## src/design/two_level_feedback_scheduler_assert.svh

```systemverilog
// Assertion macros for the two-level feedback scheduler.
// Included by the top level; depends on aclk and aresetn in the including scope.
`ifndef TWO_LEVEL_FEEDBACK_SCHEDULER_ASSERT_SVH
`define TWO_LEVEL_FEEDBACK_SCHEDULER_ASSERT_SVH

// Same-cycle implication checked while out of reset.
`define TLFS_ASSERT_NOW(label, ante, cons, msg) \
    label: assert property (@(posedge aclk) disable iff (!aresetn) (ante) |-> (cons)) \
        else $error(msg);

// Next-cycle implication checked while out of reset.
`define TLFS_ASSERT_NEXT(label, ante, cons, msg) \
    label: assert property (@(posedge aclk) disable iff (!aresetn) (ante) |=> (cons)) \
        else $error(msg);

`endif

```

## src/design/tlfs_pkg.sv

```systemverilog
// Shared types and constants of the two-level feedback scheduler.
// No dependencies.
`timescale 1ns / 1ps

package tlfs_pkg;

    localparam int ID_W   = 8;
    localparam int DATA_W = 16;
    localparam int KEY_W  = 4;

    localparam logic [1:0] LVL_EMPTY = 2'd0;
    localparam logic [1:0] LVL_UPPER = 2'd1;
    localparam logic [1:0] LVL_RR    = 2'd2;

    localparam logic [3:0] SLICE_RESET = 4'd4;

    typedef enum logic [6:0] {
        ST_IDLE = 7'b0000001,
        ST_SCAN = 7'b0000010,
        ST_ARR  = 7'b0000100,
        ST_FRD  = 7'b0001000,
        ST_SEL  = 7'b0010000,
        ST_EXEC = 7'b0100000,
        ST_PUSH = 7'b1000000
    } state_t;

endpackage

```

## src/design/tlfs_ram.sv

```systemverilog
// Generic single-write, single-read synchronous RAM with registered read data.
// No dependencies.
`timescale 1ns / 1ps

module tlfs_ram #(
    parameter int WIDTH = 8,
    parameter int DEPTH = 16
) (
    input  logic                     clk,
    input  logic                     wr_en,
    input  logic [$clog2(DEPTH)-1:0] wr_addr,
    input  logic [WIDTH-1:0]         wr_data,
    input  logic                     rd_en,
    input  logic [$clog2(DEPTH)-1:0] rd_addr,
    output logic [WIDTH-1:0]         rd_data
);

    logic [WIDTH-1:0] mem [DEPTH];
    logic [WIDTH-1:0] rd_data_reg;

    always_ff @(posedge clk) begin
        if (wr_en) begin
            mem[wr_addr] <= wr_data;
        end
        if (rd_en) begin
            rd_data_reg <= mem[rd_addr];
        end
    end

    assign rd_data = rd_data_reg;

endmodule

```

## src/design/two_level_feedback_scheduler.sv

```systemverilog
// Top level of the two-level feedback scheduler: control sequencer, slot flags and output.
// Depends on tlfs_pkg, tlfs_ram and two_level_feedback_scheduler_assert.svh.
`timescale 1ns / 1ps
`include "two_level_feedback_scheduler_assert.svh"

// The block takes one item at a time. Every item starts with a scan of the slot table RAM
// through its single read port, one slot per cycle, to find the most urgent upper-level
// entry and the lowest free slot. An arrival then writes its record into that free slot, if
// one was found. A tick reads the round-robin FIFO RAM head and selects; with both levels
// empty it ends there, else it executes, adding a push step when it both rotates and demotes
// into the round-robin FIFO RAM. The execute step waits until an earlier result transfers.
// Slot levels and started flags sit in flip-flops cleared at reset, so no clearing pass runs.
module two_level_feedback_scheduler #(
    parameter int MAX_PROCS = 16,
    parameter int TIME_BITS = 16
) (
    input  logic        aclk,
    input  logic        aresetn,
    input  logic        s_tvalid,
    output logic        s_tready,
    // proc_id[7:0], burst[23:8], priority_level[27:24], order_key[31:28]
    input  logic [31:0] s_tdata,
    // action[0]
    input  logic        s_tuser,
    output logic        m_tvalid,
    input  logic        m_tready,
    // done_proc_id[7:0], response_time[23:8], done_time[39:24], waiting_time[55:40]
    output logic [55:0] m_tdata,
    input  logic        cfg_valid,
    output logic        cfg_ready,
    input  logic [3:0]  cfg_data
);

    localparam int IW = $clog2(MAX_PROCS);
    localparam int CW = $clog2(MAX_PROCS + 1);
    localparam int T  = TIME_BITS;
    localparam int W  = ((T > 16) ? T : 16) + 1;

    localparam int ID_LSB  = 0;
    localparam int PRI_LSB = 8;
    localparam int ORD_LSB = 12;
    localparam int BUR_LSB = 16;
    localparam int REM_LSB = 32;
    localparam int ARR_LSB = 48;
    localparam int STA_LSB = 48 + T;
    localparam int REC_W   = 48 + 2 * T;

    localparam logic [T-1:0]  TIME_MAX = {T{1'b1}};
    localparam logic [CW-1:0] COUNT_MAX = CW'(MAX_PROCS);
    localparam logic [IW-1:0] LAST_IDX = IW'(MAX_PROCS - 1);

    function automatic logic [IW-1:0] wrap_add(input logic [IW-1:0] h, input logic [CW-1:0] c);
        logic [CW+1:0] sum;
        sum = (CW+2)'(h) + (CW+2)'(c);
        if (sum >= (CW+2)'(MAX_PROCS)) begin
            sum = sum - (CW+2)'(MAX_PROCS);
        end
        return sum[IW-1:0];
    endfunction

    function automatic logic [IW-1:0] wrap_inc(input logic [IW-1:0] h);
        return (h == LAST_IDX) ? '0 : h + IW'(1);
    endfunction

    tlfs_pkg::state_t state_reg, state_next;

    logic                     act_reg, act_next;
    logic [tlfs_pkg::ID_W-1:0]   id_reg, id_next;
    logic [tlfs_pkg::DATA_W-1:0] burst_reg, burst_next;
    logic [tlfs_pkg::KEY_W-1:0]  pri_reg, pri_next;
    logic [tlfs_pkg::KEY_W-1:0]  ord_reg, ord_next;

    logic [3:0]      time_slice_reg, time_slice_next;
    logic [1:0]      level_reg [MAX_PROCS];
    logic [1:0]      level_next [MAX_PROCS];
    logic            started_reg [MAX_PROCS];
    logic            started_next [MAX_PROCS];
    logic [IW-1:0]   rr_head_reg, rr_head_next;
    logic [CW-1:0]   rr_count_reg, rr_count_next;
    logic [T-1:0]    now_reg, now_next;
    logic [3:0]      slice_reg, slice_next;
    logic            rrwr_reg, rrwr_next;

    logic [CW-1:0]   scan_cnt_reg, scan_cnt_next;
    logic            rd_vld_reg, rd_vld_next;
    logic [IW-1:0]   rd_idx_reg, rd_idx_next;
    logic            best_vld_reg, best_vld_next;
    logic [IW-1:0]   best_idx_reg, best_idx_next;
    logic [3:0]      best_pri_reg, best_pri_next;
    logic [3:0]      best_ord_reg, best_ord_next;
    logic            free_vld_reg, free_vld_next;
    logic [IW-1:0]   free_idx_reg, free_idx_next;

    logic [IW-1:0]   s_reg, s_next;
    logic [IW-1:0]   fq_reg, fq_next;
    logic            upper_reg, upper_next;
    logic [IW-1:0]   push_addr_reg, push_addr_next;
    logic [IW-1:0]   push_data_reg, push_data_next;

    logic            m_tvalid_reg, m_tvalid_next;
    logic [55:0]     m_tdata_reg, m_tdata_next;

    logic             rec_wr_en, rec_rd_en;
    logic [IW-1:0]    rec_wr_addr, rec_rd_addr;
    logic [REC_W-1:0] rec_wr_data, rec_q;
    logic             fifo_wr_en, fifo_rd_en;
    logic [IW-1:0]    fifo_wr_addr, fifo_rd_addr, fifo_wr_data, fifo_q;

    logic [MAX_PROCS-1:0] rr_flag;

    logic [3:0]                  q_pri, q_ord;
    logic [tlfs_pkg::ID_W-1:0]   q_id;
    logic [tlfs_pkg::DATA_W-1:0] q_burst, q_rem;
    logic [T-1:0]                q_arr, q_start;

    assign q_id    = rec_q[ID_LSB +: 8];
    assign q_pri   = rec_q[PRI_LSB +: 4];
    assign q_ord   = rec_q[ORD_LSB +: 4];
    assign q_burst = rec_q[BUR_LSB +: 16];
    assign q_rem   = rec_q[REM_LSB +: 16];
    assign q_arr   = rec_q[ARR_LSB +: T];
    assign q_start = rec_q[STA_LSB +: T];

    tlfs_ram #(.WIDTH(REC_W), .DEPTH(MAX_PROCS)) u_slot_ram (
        .clk     (aclk),
        .wr_en   (rec_wr_en),
        .wr_addr (rec_wr_addr),
        .wr_data (rec_wr_data),
        .rd_en   (rec_rd_en),
        .rd_addr (rec_rd_addr),
        .rd_data (rec_q)
    );

    tlfs_ram #(.WIDTH(IW), .DEPTH(MAX_PROCS)) u_fifo_ram (
        .clk     (aclk),
        .wr_en   (fifo_wr_en),
        .wr_addr (fifo_wr_addr),
        .wr_data (fifo_wr_data),
        .rd_en   (fifo_rd_en),
        .rd_addr (fifo_rd_addr),
        .rd_data (fifo_q)
    );

    assign s_tready  = (state_reg == tlfs_pkg::ST_IDLE);
    assign cfg_ready = 1'b1;
    assign m_tvalid  = m_tvalid_reg;
    assign m_tdata   = m_tdata_reg;

    always_comb begin
        for (int i = 0; i < MAX_PROCS; i++) begin
            rr_flag[i] = (level_reg[i] == tlfs_pkg::LVL_RR);
        end
    end

    always_comb begin
        logic [3:0]    eff;
        logic [3:0]    slice_v;
        logic [IW-1:0] head_v;
        logic [CW-1:0] count_v;
        logic          rot_wr, push_wr;
        logic [IW-1:0] rot_addr, rot_data;
        logic [T-1:0]  start_v, fin_v, resp_v;
        logic [15:0]   rem_v;
        logic [W-1:0]  fin_w, resp_w, tsum_w, wait_w;
        logic          done;

        state_next      = state_reg;
        act_next        = act_reg;
        id_next         = id_reg;
        burst_next      = burst_reg;
        pri_next        = pri_reg;
        ord_next        = ord_reg;
        time_slice_next = time_slice_reg;
        level_next      = level_reg;
        started_next    = started_reg;
        rr_head_next    = rr_head_reg;
        rr_count_next   = rr_count_reg;
        now_next        = now_reg;
        slice_next      = slice_reg;
        rrwr_next       = rrwr_reg;
        scan_cnt_next   = scan_cnt_reg;
        rd_vld_next     = 1'b0;
        rd_idx_next     = rd_idx_reg;
        best_vld_next   = best_vld_reg;
        best_idx_next   = best_idx_reg;
        best_pri_next   = best_pri_reg;
        best_ord_next   = best_ord_reg;
        free_vld_next   = free_vld_reg;
        free_idx_next   = free_idx_reg;
        s_next          = s_reg;
        fq_next         = fq_reg;
        upper_next      = upper_reg;
        push_addr_next  = push_addr_reg;
        push_data_next  = push_data_reg;
        m_tvalid_next   = m_tvalid_reg;
        m_tdata_next    = m_tdata_reg;

        rec_wr_en    = 1'b0;
        rec_wr_addr  = s_reg;
        rec_wr_data  = rec_q;
        rec_rd_en    = 1'b0;
        rec_rd_addr  = scan_cnt_reg[IW-1:0];
        fifo_wr_en   = 1'b0;
        fifo_wr_addr = push_addr_reg;
        fifo_wr_data = push_data_reg;
        fifo_rd_en   = 1'b0;
        fifo_rd_addr = rr_head_reg;

        eff      = (time_slice_reg == 4'd0) ? 4'd1 : time_slice_reg;
        slice_v  = slice_reg;
        head_v   = rr_head_reg;
        count_v  = rr_count_reg;
        rot_wr   = 1'b0;
        push_wr  = 1'b0;
        rot_addr = '0;
        rot_data = '0;
        start_v  = q_start;
        rem_v    = q_rem;
        fin_v    = (now_reg < TIME_MAX) ? now_reg + T'(1) : now_reg;
        resp_v   = '0;
        fin_w    = W'(fin_v);
        resp_w   = '0;
        tsum_w   = '0;
        wait_w   = '0;
        done     = 1'b0;

        if (m_tvalid_reg && m_tready) begin
            m_tvalid_next = 1'b0;
        end
        if (cfg_valid) begin
            time_slice_next = cfg_data;
        end

        unique case (state_reg)
            tlfs_pkg::ST_IDLE: begin
                if (s_tvalid) begin
                    act_next      = s_tuser;
                    id_next       = s_tdata[7:0];
                    burst_next    = s_tdata[23:8];
                    pri_next      = s_tdata[27:24];
                    ord_next      = s_tdata[31:28];
                    scan_cnt_next = '0;
                    best_vld_next = 1'b0;
                    free_vld_next = 1'b0;
                    state_next    = tlfs_pkg::ST_SCAN;
                end
            end
            tlfs_pkg::ST_SCAN: begin
                if (scan_cnt_reg < COUNT_MAX) begin
                    rec_rd_en     = 1'b1;
                    rec_rd_addr   = scan_cnt_reg[IW-1:0];
                    rd_vld_next   = 1'b1;
                    rd_idx_next   = scan_cnt_reg[IW-1:0];
                    scan_cnt_next = scan_cnt_reg + CW'(1);
                end
                if (rd_vld_reg) begin
                    if (level_reg[rd_idx_reg] == tlfs_pkg::LVL_UPPER) begin
                        if (!best_vld_reg || q_pri < best_pri_reg ||
                            (q_pri == best_pri_reg && q_ord < best_ord_reg)) begin
                            best_vld_next = 1'b1;
                            best_idx_next = rd_idx_reg;
                            best_pri_next = q_pri;
                            best_ord_next = q_ord;
                        end
                    end
                    if (level_reg[rd_idx_reg] == tlfs_pkg::LVL_EMPTY && !free_vld_reg) begin
                        free_vld_next = 1'b1;
                        free_idx_next = rd_idx_reg;
                    end
                    if (rd_idx_reg == LAST_IDX) begin
                        rd_vld_next = 1'b0;
                        state_next  = act_reg ? tlfs_pkg::ST_FRD : tlfs_pkg::ST_ARR;
                    end
                end
            end
            tlfs_pkg::ST_ARR: begin
                if (free_vld_reg) begin
                    if (best_vld_reg && !rrwr_reg && slice_reg != 4'd0) begin
                        if (pri_reg < best_pri_reg) begin
                            if (rr_count_reg < COUNT_MAX) begin
                                fifo_wr_en   = 1'b1;
                                fifo_wr_addr = wrap_add(rr_head_reg, rr_count_reg);
                                fifo_wr_data = best_idx_reg;
                                rr_count_next = rr_count_reg + CW'(1);
                                level_next[best_idx_reg] = tlfs_pkg::LVL_RR;
                            end
                            slice_next = 4'd0;
                        end else if (pri_reg == best_pri_reg && ord_reg < best_ord_reg) begin
                            slice_next = 4'd0;
                        end
                    end
                    rec_wr_en   = 1'b1;
                    rec_wr_addr = free_idx_reg;
                    rec_wr_data = '0;
                    rec_wr_data[ID_LSB +: 8]   = id_reg;
                    rec_wr_data[PRI_LSB +: 4]  = pri_reg;
                    rec_wr_data[ORD_LSB +: 4]  = ord_reg;
                    rec_wr_data[BUR_LSB +: 16] = burst_reg;
                    rec_wr_data[REM_LSB +: 16] = (burst_reg != 16'd0) ? burst_reg : 16'd1;
                    rec_wr_data[ARR_LSB +: T]  = now_reg;
                    level_next[free_idx_reg]   = tlfs_pkg::LVL_UPPER;
                    started_next[free_idx_reg] = 1'b0;
                end
                state_next = tlfs_pkg::ST_IDLE;
            end
            tlfs_pkg::ST_FRD: begin
                fifo_rd_en   = 1'b1;
                fifo_rd_addr = rr_head_reg;
                state_next   = tlfs_pkg::ST_SEL;
            end
            tlfs_pkg::ST_SEL: begin
                fq_next = fifo_q;
                if (best_vld_reg) begin
                    s_next      = best_idx_reg;
                    upper_next  = 1'b1;
                    rec_rd_en   = 1'b1;
                    rec_rd_addr = best_idx_reg;
                    state_next  = tlfs_pkg::ST_EXEC;
                end else if (rr_count_reg != '0) begin
                    s_next      = fifo_q;
                    upper_next  = 1'b0;
                    rec_rd_en   = 1'b1;
                    rec_rd_addr = fifo_q;
                    state_next  = tlfs_pkg::ST_EXEC;
                end else begin
                    now_next   = fin_v;
                    state_next = tlfs_pkg::ST_IDLE;
                end
            end
            tlfs_pkg::ST_EXEC: begin
                if (!(m_tvalid_reg && !m_tready)) begin
                    if (upper_reg) begin
                        if (rrwr_reg) begin
                            if (slice_reg != 4'd0) begin
                                rot_wr   = 1'b1;
                                rot_addr = wrap_add(head_v, count_v);
                                rot_data = fq_reg;
                                head_v   = wrap_inc(head_v);
                            end
                            slice_v   = 4'd0;
                            rrwr_next = 1'b0;
                        end
                    end else begin
                        rrwr_next = 1'b1;
                    end
                    start_v = started_reg[s_reg] ? q_start : now_reg;
                    started_next[s_reg] = 1'b1;
                    rem_v   = (q_rem != 16'd0) ? q_rem - 16'd1 : 16'd0;
                    slice_v = slice_v + 4'd1;
                    done    = (rem_v == 16'd0);
                    if (done) begin
                        resp_v = (start_v > q_arr) ? start_v - q_arr : '0;
                        resp_w = W'(resp_v);
                        tsum_w = W'(q_burst) + W'(q_arr);
                        wait_w = (fin_w > tsum_w) ? fin_w - tsum_w : '0;
                        m_tvalid_next = 1'b1;
                        m_tdata_next  = {wait_w[15:0], fin_w[15:0], resp_w[15:0], q_id};
                        level_next[s_reg]   = tlfs_pkg::LVL_EMPTY;
                        started_next[s_reg] = 1'b0;
                        slice_v = 4'd0;
                        if (!upper_reg) begin
                            head_v  = wrap_inc(head_v);
                            count_v = count_v - CW'(1);
                        end
                    end else if (slice_v >= eff) begin
                        slice_v = 4'd0;
                        if (upper_reg) begin
                            if (count_v < COUNT_MAX) begin
                                push_wr = 1'b1;
                                push_addr_next = wrap_add(head_v, count_v);
                                push_data_next = s_reg;
                                level_next[s_reg] = tlfs_pkg::LVL_RR;
                                count_v = count_v + CW'(1);
                            end
                        end else begin
                            rot_wr   = 1'b1;
                            rot_addr = wrap_add(head_v, count_v);
                            rot_data = s_reg;
                            head_v   = wrap_inc(head_v);
                        end
                    end
                    rec_wr_en   = 1'b1;
                    rec_wr_addr = s_reg;
                    rec_wr_data = rec_q;
                    rec_wr_data[REM_LSB +: 16] = rem_v;
                    rec_wr_data[STA_LSB +: T]  = start_v;
                    if (rot_wr) begin
                        fifo_wr_en   = 1'b1;
                        fifo_wr_addr = rot_addr;
                        fifo_wr_data = rot_data;
                    end else if (push_wr) begin
                        fifo_wr_en   = 1'b1;
                        fifo_wr_addr = push_addr_next;
                        fifo_wr_data = push_data_next;
                    end
                    slice_next    = slice_v;
                    rr_head_next  = head_v;
                    rr_count_next = count_v;
                    now_next      = fin_v;
                    state_next    = (rot_wr && push_wr) ? tlfs_pkg::ST_PUSH : tlfs_pkg::ST_IDLE;
                end
            end
            tlfs_pkg::ST_PUSH: begin
                fifo_wr_en   = 1'b1;
                fifo_wr_addr = push_addr_reg;
                fifo_wr_data = push_data_reg;
                state_next   = tlfs_pkg::ST_IDLE;
            end
            default: begin
                state_next = tlfs_pkg::ST_IDLE;
            end
        endcase
    end

    always_ff @(posedge aclk) begin
        if (!aresetn) begin
            state_reg      <= tlfs_pkg::ST_IDLE;
            time_slice_reg <= tlfs_pkg::SLICE_RESET;
            for (int i = 0; i < MAX_PROCS; i++) begin
                level_reg[i]   <= tlfs_pkg::LVL_EMPTY;
                started_reg[i] <= 1'b0;
            end
            rr_head_reg    <= '0;
            rr_count_reg   <= '0;
            now_reg        <= '0;
            slice_reg      <= '0;
            rrwr_reg       <= 1'b0;
            rd_vld_reg     <= 1'b0;
            m_tvalid_reg   <= 1'b0;
        end else begin
            state_reg      <= state_next;
            time_slice_reg <= time_slice_next;
            level_reg      <= level_next;
            started_reg    <= started_next;
            rr_head_reg    <= rr_head_next;
            rr_count_reg   <= rr_count_next;
            now_reg        <= now_next;
            slice_reg      <= slice_next;
            rrwr_reg       <= rrwr_next;
            rd_vld_reg     <= rd_vld_next;
            m_tvalid_reg   <= m_tvalid_next;
        end
    end

    always_ff @(posedge aclk) begin
        act_reg       <= act_next;
        id_reg        <= id_next;
        burst_reg     <= burst_next;
        pri_reg       <= pri_next;
        ord_reg       <= ord_next;
        scan_cnt_reg  <= scan_cnt_next;
        rd_idx_reg    <= rd_idx_next;
        best_vld_reg  <= best_vld_next;
        best_idx_reg  <= best_idx_next;
        best_pri_reg  <= best_pri_next;
        best_ord_reg  <= best_ord_next;
        free_vld_reg  <= free_vld_next;
        free_idx_reg  <= free_idx_next;
        s_reg         <= s_next;
        fq_reg        <= fq_next;
        upper_reg     <= upper_next;
        push_addr_reg <= push_addr_next;
        push_data_reg <= push_data_next;
        m_tdata_reg   <= m_tdata_next;
    end

    `TLFS_ASSERT_NOW(a_rr_count_bound, 1'b1, rr_count_reg <= COUNT_MAX, "rr count overflow")
    `TLFS_ASSERT_NOW(a_rr_count_match, 1'b1, $countones(rr_flag) == int'(rr_count_reg), "rr count mismatch")
    `TLFS_ASSERT_NEXT(a_busy_after_accept, s_tvalid && s_tready, !s_tready, "ready after accept")
    `TLFS_ASSERT_NOW(a_exec_holds, state_reg == tlfs_pkg::ST_EXEC && m_tvalid && !m_tready, !fifo_wr_en && !rec_wr_en, "exec while output stalled")

endmodule

```

## config.mk

```make
export PLATFORM = sky130hd
export DESIGN_NAME = two_level_feedback_scheduler
export DESIGN_NICKNAME = d
export VERILOG_FILES = /design/src/design/tlfs_pkg.sv /design/src/design/tlfs_ram.sv /design/src/design/two_level_feedback_scheduler.sv
export VERILOG_INCLUDE_DIRS = /design/src /design/src/design
export SDC_FILE = /design/constraint.sdc
export NUM_CORES = 2
export LEC_CHECK = 0
export BUFFER_PORTS_ARGS = -buffer_cell sky130_fd_sc_hd__buf_2
export CAP_MARGIN = 10
export CORE_MARGIN = 2
export CORE_UTILIZATION = 50
export CTS_CLUSTER_SIZE = 16
export DETAILED_ROUTE_END_ITERATION = 12
export PLACE_DENSITY = 0.66
export SLEW_MARGIN = 15
export SYNTH_ARGS = -nofsm -noshare
export SYNTH_HDL_FRONTEND = slang
export SYNTH_HIERARCHICAL = 1
export SYNTH_SLANG_ARGS = --single-unit
export TNS_END_PERCENT = 10
```

## constraint.sdc

```tcl
create_clock -name aclk -period 9.5 [get_ports aclk]
set_input_delay 0.475 -clock aclk [delete_from_list [all_inputs] [get_ports aclk]]
set_output_delay 0.475 -clock aclk [all_outputs]
set_load 0.05 [all_outputs]
```

==> results_dict.tcl <==
set metrics [dict create \
    post-synth-top-count-cell "sky130_fd_sc_hd__edfxtp_1" \
    ys_warn_count 6 \
    viasPerCell 6.27 \
    ctsHtreeMaxLevel 4 \
    initial_antenna_violation_count 3 \
    ff2ff_path_depth 15 \
    arrival_ps 5520 \
    vdd_drop_max_mv 0.162 \
    synthFlopType "sky130_fd_sc_hd__edfxtp_1" \
    critical_path.max_fanout 13 \
    globalRouteOverflowTotal 0 \
    timing.setup.tns_ps 0 \
    antenna-diode-count 0 \
    post_detail_place_hpwl_um 103000 \
    dr.first_iter.drc_count 4615 \
    clock.fmax_ghz 0.196 \
    power.leakage_nw 24.8 \
    hold_path.class "input pin to flip-flop" \
    tritoncts "built" \
    worst_clock_skew_ps 25.4 \
    synth_seq_area_share_pct 71.9 \
    power.density_nw_per_um2 205 \
    std_cell_rows 135 \
    place.gp.congestion 0.935 \
    route.detailed.drc 0 \
    drt-wirelength-per-cell_um 28.3 \
    start_kind "flip-flop" \
    nNetsFinal 4190 \
    outcome "completed" \
    synth.net_count 3984 \
    synth_top_area_cell "sky130_fd_sc_hd__edfxtp_1" \
    num-fill-cells 10151 \
    max_cap_viol_count 0 \
    asyncSetResetFlopFracSynth_pct 0 \
    dr_total_vias 37463 \
    finalHoldViolCount 0 \
    cp_data_required_time_ps 9920 \
    clock_root_buffer "sky130_fd_sc_hd__clkbuf_16" \
    drive_gt1_share_pct 20.4 \
    wl_met1_um 72100 \
    floorplan.core_area_um2 135000 \
    start_util_pct 50.2 \
    clock_sink_count 1652 \
    post_synth_main_area_contributors "sky130_fd_sc_hd__edfxtp_1 (69%), sky130_fd_sc_hd__mux4_2 (11%), sky130_fd_sc_hd__dfxtp_1 (2.7%)" \
    num_io_pins 101 \
    die_y_um 372 \
    design_power_total_mw 15.6 \
    dpl_cell_area_um2 70400 \
    syn-instance-count 3857 \
    ys_top_cells_by_count "sky130_fd_sc_hd__edfxtp_1 (1561), sky130_fd_sc_hd__mux4_2 (337), sky130_fd_sc_hd__nand2_1 (335)" \
    die_width_um 372 \
    clk_pin_slew_ps 60 \
    max-clock-path-buffers 3 \
    synth.top_cell.area_share_pct 69.2 \
    vias_in_the_first_global_route 36301 \
    area.growth.synth_to_final_pct 12.3 \
    final_area_um2 76100 \
    grt_setup_unrepaired "no" \
    timing.final.crit_period_ps 5100 \
    met2_length_um 78400 \
    first_pass_grt_wire_length_um 248000 \
    crit_path_start "upper_reg" \
    ant_nets 0 \
    clock_insertion_delay_worst_skew_ps 810 \
    critical_path.endpoint "u_fifo_ram/mem[0][1]" \
    grt_max_degree 100 \
    setup_viol 0 \
    critical_path.endpoint_type "flip-flop" \
    report.final.slew_viol_count 0 \
    worst-slew-pin-transition_ps 1190 \
    regToRegEndpoint "u_fifo_ram/mem[0][1]" \
    netlist_area_um2 67700 \
    port_buffers 99 \
    drt_pre_antenna_iters 6 \
    synth.avg_cell_area_um2 17.6 \
    finalCritPeriodShare_pct 53.7 \
    largest_reg_flops 1280 \
    cts_bufs_inserted 164 \
    setup.reg_to_reg.worst_slack_ps 4400 \
    synth_edf_count 1561 \
    netlist-cell-type-count 86 \
    post_cts_buffers 0 \
    met3_length_um 14700 \
    criticalPathCategory "flip-flop to flip-flop" \
    top_layer_used "met5" \
    reg2reg_from "upper_reg" \
    all_layer_global_routing_usage_pct 24.6 \
    overall_die_area_um2 138000 \
    postRouteWirelength_um 169000 \
    synth-seq-cells 1652 \
    max-slew-margin-rel_pct 19.9 \
]
-- kinds of logic (layout without fill, tap and decap cells) --
logic type	after synthesis	in the layout	share of synthesized area, %
other	1	1	0.00554
xor gates and xnor gates	67	67	0.867
buffers and inverters	262	602	1.77
and+or+nand+nor	782	782	5.40
DFF	1652	1652	71.9
AOI/OAI and AO/OA	616	616	6.00
muxes	392	392	12.4
adders and majority gates	85	85	1.63
-- critical path, cell delays in order (launching register included) --
cell and delay (ps):
sky130_fd_sc_hd__edfxtp_1 620, sky130_fd_sc_hd__nand2_1 190, sky130_fd_sc_hd__and2_1 230, sky130_fd_sc_hd__ha_1 320
sky130_fd_sc_hd__ha_1 280, sky130_fd_sc_hd__a21o_1 150, sky130_fd_sc_hd__a21o_1 180, sky130_fd_sc_hd__a21oi_1 550
sky130_fd_sc_hd__nor3b_1 100, sky130_fd_sc_hd__buf_4 200, sky130_fd_sc_hd__nand2_2 260, sky130_fd_sc_hd__a21oi_1 150
sky130_fd_sc_hd__o211ai_1 230, sky130_fd_sc_hd__o211ai_1 180, sky130_fd_sc_hd__or3b_2 570, sky130_fd_sc_hd__nor3_1 500
-- cells in the final DEF, fill, tap and decap left out, drive strengths merged, types with 14 or more instances in the layout --
cell	count
a21oi	88
o21ai	161
inv	77
ha	80
a21o	21
and3	17
clkinv	70
nor2b	29
a31oi	24
or3	15
mux2	30
nand2	336
edfxtp	1561
nor2	149
xnor2	37
and2	23
dlygate4sd3	42
dfxtp	91
nand2b	36
clkbuf	204
a22o	16
mux4	351
a22oi	176
nand3	45
o211ai	19
a21boi	34
nand4	14
xor2	30
buf	194
nor3	57
-- area by class of cell --
cell class,instances,area (µm²),area share (%)
flip-flops and latches,1652,48700,64.0
multi-input cells,1943,18000,23.7
clock buffers,204,4320,5.68
well taps,1781,2230,2.93
repair buffers,236,1680,2.21
clock inverters,96,852,1.12
inverters,66,248,0.326
-- per-stage QoR --
stage / utilization (%) / hold WS [ps] / std cells / setup WS [ps]
4_1_cts: 56.3 / 21.5 / 5977 / 4450
2_1_floorplan: - / 418 / 3857 / 1160
6_report: 56.4 / 71.5 / 5978 / 4400
3_3_place_gp: 52.2 / 443 / 5634 / 4520
3_5_place_dp: 52.2 / 436 / 5635 / 4490
5_1_grt: 56.4 / 77.2 / 5978 / 4110
-- repair_timing --
action,CTS,global route
resized for setup,0,0
hold buffers,42,0
endpoints found under the setup margin,0,0
endpoints found under the hold margin,37,0
-- layer usage --
layer / GRT usage (%) / up-vias
met5: 0 / -
met4: 6.47 / 2
met3: 4.71 / 267
met2: 37.5 / 1772
met1: 36.7 / 19469
li1: - / 15953
-- report_power, final --
part	switching (mW)	internal, mW
Sequential	0.0513	8.00
Clock	2.77	3.48
Combinational	0.767	0.550
-- worst min-delay path by stage --
| stage | from | end | slack [ps] | cells past startpoint |
|---|---|---|---|---|
| floorplan | act_reg | state_reg[2] | 420 | 1 |
| global placement | level_reg[28] | level_reg[28] | 440 | 2 |
| detailed placement | act_reg | state_reg[2] | 440 | 1 |
| CTS | s_tvalid | state_reg[1] | 20 | 3 |
| global route | s_tvalid | state_reg[1] | 80 | 3 |
| finish | s_tvalid | state_reg[1] | 70 | 3 |
Power figures use the tool's default switching activity.
